[config.mk]
export PLATFORM = sky130hd
export DESIGN_NAME = est_env_div
export DESIGN_NICKNAME = d
export VERILOG_FILES = /design/src/design/est_pkg.sv /design/src/design/est_env_div.sv
export SDC_FILE = /design/constraint.sdc
export NUM_CORES = 1
export LEC_CHECK = 0
export ABC_AREA = 1
export BUFFER_PORTS_ARGS = -buffer_cell sky130_fd_sc_hd__buf_2
export CAP_MARGIN = 20
export CORE_ASPECT_RATIO = 0.7
export CORE_UTILIZATION = 59
export CTS_BUF_LIST = sky130_fd_sc_hd__clkbuf_2 sky130_fd_sc_hd__clkbuf_4 sky130_fd_sc_hd__clkbuf_8
export CTS_CLUSTER_SIZE = 40
export DETAILED_ROUTE_END_ITERATION = 10
export HOLD_SLACK_MARGIN = 0.06
export PLACE_DENSITY = 0.79
export SLEW_MARGIN = 20
export SYNTH_ARGS = -nofsm -noshare
export SYNTH_HDL_FRONTEND = slang
export SYNTH_SLANG_ARGS = --single-unit
export TNS_END_PERCENT = 5
[constraint.sdc]
create_clock -name clock -period 2.6 [get_ports clock]
set_clock_uncertainty 0.15 [all_clocks]
set_input_delay 0.39 -clock clock [delete_from_list [all_inputs] [get_ports clock]]
set_output_delay 0.39 -clock clock [all_outputs]
set_load 0.05 [all_outputs]
[src/design/est_pkg.sv]
`timescale 1ns / 1ps

package est_pkg;

   // Sample rate and tone arithmetic.
   localparam int SAMPLE_RATE_HZ = 16000;
   localparam int MS_PER_S       = 1000;
   localparam int SAMPLES_PER_MS = SAMPLE_RATE_HZ / MS_PER_S;
   localparam int PEAK           = 32767;
   localparam int VOL_FULL       = 255;
   localparam int ATTACK_DIV     = 20;
   localparam int RELEASE_MUL    = 5;
   localparam int RELEASE_START  = 4;

   // Field and register widths.
   localparam int SAMPLE_W    = 16;
   localparam int HALF_W      = SAMPLE_W - 1;
   localparam int FREQ_W      = 13;
   localparam int DUR_W       = 16;
   localparam int VOL_W       = 8;
   localparam int CSR_INDEX_W = 2;
   localparam int CSR_DATA_W  = 16;
   localparam int REQ_DATA_W  = 8;

   localparam int TOTAL_W  = $clog2((2 ** DUR_W - 1) * SAMPLES_PER_MS + 1);
   localparam int PHASE_W  = $clog2(SAMPLE_RATE_HZ);

   // Envelope: Q1.16 with unity as 2^16.
   localparam int ENV_FRAC_W = 16;
   localparam int ENV_W      = ENV_FRAC_W + 1;
   localparam int ENV_CNT_W  = $clog2(ENV_FRAC_W + 1);

   // Sine table: quarter wave, full cycle of four quadrants.
   localparam int SINE_ROM_DEPTH = 1024;
   localparam int ROM_AW         = $clog2(SINE_ROM_DEPTH);
   localparam int IDX_W          = ROM_AW + 2;
   localparam int CYCLE_POINTS   = 4 * SINE_ROM_DEPTH;
   localparam int TAYLOR_TERMS   = 12;
   localparam int ROM_BLOCK      = 32;
   localparam logic [63:0] HALF_PI_Q30 = 64'd1686629713;

   // Table index = floor(phase * CYCLE_POINTS / SAMPLE_RATE_HZ), taken as a
   // multiply by a rounded-up reciprocal. The error stays below one step of
   // the exact fraction because 2^IDX_SHIFT exceeds the square of the rate.
   localparam int IDX_SHIFT = 2 * PHASE_W + 1;
   localparam logic [63:0] IDX_RECIP =
      ((64'(CYCLE_POINTS) << IDX_SHIFT) + 64'(SAMPLE_RATE_HZ) - 64'd1)
      / 64'(SAMPLE_RATE_HZ);
   localparam int IDX_MUL_W = PHASE_W + 32;

   // Amplitude = floor(PEAK * volume / VOL_FULL), same reciprocal scheme.
   localparam int AMP_SHIFT = 2 * VOL_W;
   localparam logic [63:0] AMP_RECIP =
      ((64'(PEAK) << AMP_SHIFT) + 64'(VOL_FULL) - 64'd1) / 64'(VOL_FULL);
   localparam int AMP_MUL_W = VOL_W + 32;

   localparam int PROD_W = 2 * HALF_W;
   localparam int NORM_W = PROD_W + ENV_W;

   // Register reset values.
   localparam logic [FREQ_W-1:0] FREQ_RESET = FREQ_W'(1000);
   localparam logic [DUR_W-1:0]  DUR_RESET  = DUR_W'(100);
   localparam logic [VOL_W-1:0]  VOL_RESET  = VOL_W'(80);

   typedef enum logic [CSR_INDEX_W-1:0] {
      CSR_TONE_FREQ     = 2'd0,
      CSR_TONE_DURATION = 2'd1,
      CSR_TONE_VOLUME   = 2'd2
   } csr_index_type;

   typedef enum logic [2:0] {
      ST_IDLE,
      ST_SETUP,
      ST_DIVIDE,
      ST_SCALE,
      ST_NORM,
      ST_RESULT
   } state_type;

   typedef struct packed {
      logic                  done;
      logic [ENV_FRAC_W-1:0] quotient;
   } env_div_status_type;

   typedef struct packed {
      logic              negate;
      logic [HALF_W-1:0] magnitude;
   } sine_read_type;

   typedef logic [SAMPLE_W-1:0] rom_type [SINE_ROM_DEPTH];

   // Unsigned quotient by shift and subtract, used while the table is built.
   function automatic logic [63:0] udiv64(input logic [63:0] numer,
                                          input logic [63:0] denom);
      logic [63:0] quot;
      logic [64:0] rem;
      quot = '0;
      rem  = '0;
      for (int i = 63; i >= 0; i--) begin
         rem = {rem[63:0], numer[i]};
         if (rem >= {1'b0, denom}) begin
            rem     = rem - {1'b0, denom};
            quot[i] = 1'b1;
         end
      end
      return quot;
   endfunction

   // Entry k = round(PEAK * sin(pi/2 * k / depth)) from a Q2.30 Taylor series.
   function automatic rom_type build_quarter_sine();
      rom_type            rom;
      logic [63:0]        x;
      logic [63:0]        term;
      logic [63:0]        v;
      logic signed [63:0] acc;
      int                 k;
      for (int blk = 0; blk < SINE_ROM_DEPTH / ROM_BLOCK; blk++) begin
         for (int j = 0; j < ROM_BLOCK; j++) begin
            k    = blk * ROM_BLOCK + j;
            x    = (HALF_PI_Q30 * 64'(k)) >> ROM_AW;
            term = x;
            acc  = signed'(x);
            for (int n = 1; n <= TAYLOR_TERMS; n++) begin
               term = (term * x) >> 30;
               term = (term * x) >> 30;
               term = udiv64(term, 64'(2 * n) * 64'(2 * n + 1));
               if (n % 2 == 1) begin
                  acc = acc - signed'(term);
               end else begin
                  acc = acc + signed'(term);
               end
            end
            if (acc < 0) begin
               acc = 64'sd0;
            end
            v = (unsigned'(acc) * 64'(PEAK) + (64'd1 << 29)) >> 30;
            if (v > 64'(PEAK)) begin
               v = 64'(PEAK);
            end
            rom[k] = v[SAMPLE_W-1:0];
         end
      end
      return rom;
   endfunction

endpackage

[src/design/est_env_div.sv]
`timescale 1ns / 1ps

module est_env_div (
   input  logic                         clock,
   input  logic                         reset,
   input  logic                         start,
   input  logic [est_pkg::TOTAL_W-1:0]  numer,
   input  logic [est_pkg::TOTAL_W-1:0]  denom,
   output est_pkg::env_div_status_type  status
);
   import est_pkg::*;

   // Restoring division of numer * 2^16 by denom, one quotient bit a cycle.
   // The numerator is always below the divisor, so the quotient fits 16 bits.

   logic                  busy_ff, busy_in;
   logic                  done_ff, done_in;
   logic [ENV_CNT_W-1:0]  count_ff, count_in;
   logic [TOTAL_W-1:0]    rem_ff, rem_in;
   logic [TOTAL_W-1:0]    den_ff, den_in;
   logic [ENV_FRAC_W-1:0] quot_ff, quot_in;
   logic [TOTAL_W:0]      shifted;
   logic                  fits;

   assign shifted = {rem_ff, 1'b0};
   assign fits    = shifted >= {1'b0, den_ff};

   always_comb begin
      busy_in  = busy_ff;
      done_in  = 1'b0;
      count_in = count_ff;
      rem_in   = rem_ff;
      den_in   = den_ff;
      quot_in  = quot_ff;
      if (start) begin
         busy_in  = 1'b1;
         count_in = '0;
         rem_in   = numer;
         den_in   = denom;
         quot_in  = '0;
      end else if (busy_ff) begin
         rem_in   = fits ? TOTAL_W'(shifted - {1'b0, den_ff}) : shifted[TOTAL_W-1:0];
         quot_in  = {quot_ff[ENV_FRAC_W-2:0], fits};
         count_in = count_ff + ENV_CNT_W'(1);
         if (count_ff == ENV_CNT_W'(ENV_FRAC_W - 1)) begin
            busy_in = 1'b0;
            done_in = 1'b1;
         end
      end
   end

   always_ff @(posedge clock) begin
      if (reset) begin
         busy_ff  <= 1'b0;
         done_ff  <= 1'b0;
         count_ff <= '0;
      end else begin
         busy_ff  <= busy_in;
         done_ff  <= done_in;
         count_ff <= count_in;
      end
   end

   always_ff @(posedge clock) begin
      rem_ff  <= rem_in;
      den_ff  <= den_in;
      quot_ff <= quot_in;
   end

   assign status.done     = done_ff;
   assign status.quotient = quot_ff;

endmodule

==> results of run 1 <==
-- critical path: stages (launching register included) --
cell	delay, ns
edfxtp_1	0.43
ha_1	0.39
nand2_2	0.13
inv_1	0.07
nand2_1	0.07
nand2_1	0.12
a21oi_2	0.23
nand4_4	0.15
buf_12	0.19
nor2_2	0.11
nor2_2	0.04
nand2_1	0.07
nand2_1	0.05
-- repair_timing --
item	CTS	global route
hold endpoints to repair	13	2
endpoints found under the setup margin	0	6
setup buffers	0	1
gates resized for setup	0	3
hold buffers	13	2
-- cell usage in the layout, fill, tap and decap left out, drive strengths merged, types with 14 or more instances in the layout --
cell         synthesis  routed
buf                  6      66
o21ai               14      14
nor2                57      57
dlygate4sd3          0      15
a21oi               15      15
nand3               33      33
dfxtp               23      23
ha                  22      22
inv                 95      98
nand2              173     173
o22ai               14      14
edfxtp              40      40
-- cell type report --
cell class,instances,area (sq um)
Clock buffer,9,124
Inverter,96,360
Tap cell,91,114
Sequential cell,63,1660
Clock inverter,7,77.6
Multi-Input combinational cell,356,1880
Fill cell,518,1590
Timing Repair Buffer,81,536
-- state kept, by name, summed over array words and instances, names as in the netlist --
signal and cells:
rem_ff 20, done_ff 1, busy_ff 1, quot_ff 16, count_ff 5, den_ff 20
-- per-layer routing --
layer / routed length (microns) / share of wire, %
met1: 4890 / 50
met2: 4110 / 42
met3: 600 / 6.2
met4: 127 / 1.3
met5: 0 / 0
-- kinds of logic (layout without fill, tap and decap cells) --
logic type | after synthesis | after routing | synth area share, %
DFF | 63 | 63 | 42.1
and+or+nand+nor | 277 | 277 | 30.8
AOI/OAI and AO/OA | 47 | 47 | 6.71
adders and majority gates | 23 | 23 | 7.47
xor gates and xnor gates | 9 | 9 | 2.00
buffers and inverters | 108 | 193 | 11.0
-- worst max-delay path by stage --
stage                            end
after CTS                 rem_ff[15]
after detailed placement  rem_ff[19]
after floorplan           rem_ff[12]
after global placement    rem_ff[16]
final                      rem_ff[4]
after global routing      rem_ff[16]
-- per-stage QoR --
step	hold WS [ns]	cell area, sq um	power, W	util [%]	instances
CTS	0.0612	4700	0.00346	74.2	700
global placement	0.294	4370	0.00252	69.0	671
detailed placement	0.299	4370	0.00254	69.0	671
global route	0.0602	4750	0.00371	75.0	703
floorplan	0.305	3950	0.00223	-	527
finish	0.0642	4750	0.00349	75.0	703
-- where the power goes --
group	internal (W)	leakage (nW)	total [W]	switching, W
combinational	0.000512	1.67	0.00135	0.000837
sequential	0.00119	0.586	0.00125	0.0000640
clock	0.000452	0.101	0.000887	0.000434
==> flow_summary.toml, run 1 <==
[worst_setup_path]
required_ns = 2.56
r2r_slack_ns = 0.15
path_max_fanout = 19
timing.rr.start = "rem_ff[14]"
cp.arrival_ns = 2.41
worstSetupStartpointType = "flip-flop"
timing_worst_setup_path_type = "reg2reg"
worstReg2RegEnd = "rem_ff[4]"
crit_path_start = "rem_ff[14]"
end_kind = "flip-flop"
r2r_cells = 12

[floorplanning]
row_count = 24
die_area_sq_um = 7030
fp.dieW_microns = 99.8
die_h_microns = 70.5
core_area_sq_um = 6340
start_util_pct = 62.4
top_level_ports = 60

[yosys]
synthDistinctLibCells = 35
synth_warnings = 0
yosysMostFrequentCell = "nand2_1"
synth_area_leaders = "edfxtp_1 30%, nand2_1 16%, dfxtp_1 12%"
synthArstFlopShare_pct = 0
synth_fp_nets = 593
synthCells = 527
synth_area_sq_um = 3950
synth-seq-area-share_pct = 42.1
yosys.area.top_type_share_pct = 30.4
ys_ff_latch = 63
synth_edf_count = 40
synth_top_area_cell = "edfxtp_1"
avgSynthCellArea_sq_um = 7.50
synth_ff_type = "edfxtp_1"
synthTopCellsByCount = "165 x nand2_1, 95 x inv_1, 40 x edfxtp_1"

[cts]
h-tree-depth = 3
clock_latency_ns = 0.35
cts_tree = "built"
clkSinkCount = 63
clk_pin_slew_ns = 0.08
cts-root-buf = "clkbuf_8"
clock_path_buffers = 2
cts_buffers = 9

[sta]
setup-tns-final_ns = 0
min_period_over_period_pct = 94.2
slew_viol_final = 0
setup_viol = 0
fin_crit_ns = 2.45
max_freq_mhz = 408
setup_slack_ns = 0.150
grt_setup_unrepaired = "false"
slew_headroom_pct = 64.6
tightest_slew_ns = 0.530
hold_viol = 0

[drt]
via_count = 3627
post-route-drc-count = 0
wirelength_microns = 9730
wire_per_inst_microns = 13.8
drt_iter0_markers = 284
via_per_inst = 5.16
first_pass_iters = 5
postRouteAntennaNets = 0

[placed_design]
gp_routability_congestion = 0.997
place_ws_ns = 0.169
dp_hpwl_microns = 7050
io_buffers = 59

[global_routing]
grt_max_degree = 34
antenna_found_initial = 0
use_met1_pct = 44.1
overflow = 0
grt_pass1_wl_microns = 15700
top_usage_layer = "met1"
grt_util_met3_pct = 4.70
track_usage_pct = 29.3
use_met2_pct = 42.3
grt_pass1_vias = 3319

[layout]
layout-drive-gt1-share_pct = 19.4
syn2layout_area_growth_pct = 20.2
diodes = 0
nets = 673

[flow_run]
cap_violations = 0

[min_path]
holdPathStages = 1
worstHoldStart = "denom[15]"
hold_path.class = "in2reg"
holdPathEnd = "den_ff[15]"

[status]
status = "finished, final reports clean"

[power]
max-vdd-ir-drop_v = 0.000476
p_leak_nw = 2.35
pwr_density_cell_nw_per_um2 = 735
No activity file was read; power rests on OpenSTA's default activity.
==> run 2: changes to the inputs <==
Clock period 2.6 ns to 2.7 ns, I/O delays scaled along.
==> flow_summary.toml, run 2 (synthesis results as in run 1) <==
[status]
status = "finished, final reports clean"

[layout]
mostFrequentLayoutCells = "165 x nand2_1, 95 x inv_1, 59 x buf_2, 40 x edfxtp_1, 34 x nor2_1"
fill_cells = 558
layout-drive-gt1-share_pct = 19.2
fin_util_pct = 72.5
syn2layout_area_growth_pct = 16.2
seq_area_sq_um = 1660
diodes = 0
biggestRegsByFlops = "den_ff x20, rem_ff x20, quot_ff x16"
multi_input_area_sq_um = 1860
nets = 656
layout_commonest_cell = "nand2_1"

[drt]
via_count = 3494
wirelength_microns = 9050
drt_iter0_markers = 182
postRouteAntennaNets = 0
post-route-drc-count = 0
wire_per_inst_microns = 13.2
via_per_inst = 5.09
first_pass_iters = 4

[power]
p_leak_nw = 2.29
pwr_density_cell_nw_per_um2 = 737
max-vdd-ir-drop_v = 0.000467

[placed_design]
place_ws_ns = 0.297
dp_hpwl_microns = 6860
io_buffers = 59
gp_routability_congestion = 0.935

[worst_setup_path]
path_max_fanout = 20
worstSetupStartpointType = "flip-flop"
end_kind = "flip-flop"
cpLargestDelayFamily = "simple AND/OR/NAND/NOR gates"
slowest_stage = "edfxtp_1"
cp_cell_sequence = "ha_1 > nand2_1 > inv_1 > nand2_1 > nand3_1 > nand2_2 > nand4_4 > buf_12 > nor2_2 > nor2_2 > nand2_1 > nand2_1"
required_ns = 2.66
slowest_delay_ns = 0.45
cp.arrival_ns = 2.39
timing_worst_setup_path_type = "reg2reg"
path_buf_inv = 2
timing.critical_path.mode_cell = "nand2_1"

[floorplanning]
start_util_pct = 62.4
row_count = 24
die_h_microns = 70.5
top_level_ports = 60
die_area_sq_um = 7030
fp.dieW_microns = 99.8
core_area_sq_um = 6340

[sta]
setup-tns-final_ns = 0
setup_slack_ns = 0.264
setup_viol = 0
tightest_slew_ns = 0.580
slew_headroom_pct = 61.3
grt_setup_unrepaired = "false"
slew_viol_final = 0
max_freq_mhz = 411
hold_viol = 0
min_period_over_period_pct = 90.2
fin_crit_ns = 2.44

[cts]
cts_buffers = 9
clock_latency_ns = 0.35
clock_path_buffers = 2
cts_hold_buf = 0
post_cts_buffers = 0
clk_pin_slew_ns = 0.08
post_cts_resized = 0
cts_tree = "built"
clkSinkCount = 63
h-tree-depth = 3
cts-root-buf = "clkbuf_8"

[global_routing]
grt_max_degree = 34
track_usage_pct = 28.3
overflow = 0
grt_pass1_vias = 3203
antenna_found_initial = 0
grt_pass1_wl_microns = 15300

[min_path]
hold_path.class = "in2reg"

[flow_run]
cap_violations = 0
run 2: layer usage:
layer  GRT usage [%]  wire length [microns]  vias up
li1                -                      -     1793
met1            43.3                   4640     1576
met2            40.3                   3760      116
met3            6.21                    561        9
met4            6.86                     87        0
met5               0                      0        -
run 2: where the power goes:
part | switching [W] | leakage (nW) | total, W | internal, W
clock | 0.000391 | 0.113 | 0.000941 | 0.000550
sequential | 0.0000592 | 0.586 | 0.00121 | 0.00115
combinational | 0.000774 | 1.59 | 0.00123 | 0.000461
run 2: cell type report:
class / instances / share of cell area, %
Inverter: 96 / 7.85
Timing Repair Buffer: 64 / 8.07
Multi-Input combinational cell: 356 / 40.4
Clock inverter: 6 / 1.99
Tap cell: 91 / 2.48
Clock buffer: 10 / 3.00
Sequential cell: 63 / 36.2
run 2: final timing paths:
| kind | start | end | slack, ns | depth (start not counted) |
|---|---|---|---|---|
| setup / recovery | rem_ff[2] | rem_ff[4] | 0.26 | 12 |
| hold / removal | denom[11] | den_ff[11] | 0.08 | 1 |
| setup reg to reg | rem_ff[2] | rem_ff[4] | 0.26 | 12 |
| hold reg to reg | quot_ff[15] | quot_ff[15] | 0.33 | 2 |
run 2: through the flow:
step / hold WS (ns) / instance area [sq um] / cells / total power [W]
3_3_place_gp: 0.292 / 4360 / 670 / 0.00241
3_5_place_dp: 0.320 / 4360 / 670 / 0.00243
5_1_grt: 0.0610 / 4590 / 686 / 0.00362
2_1_floorplan: 0.305 / 3950 / 527 / 0.00215
6_report: 0.0757 / 4590 / 686 / 0.00338
4_1_cts: 0.0690 / 4590 / 686 / 0.00338
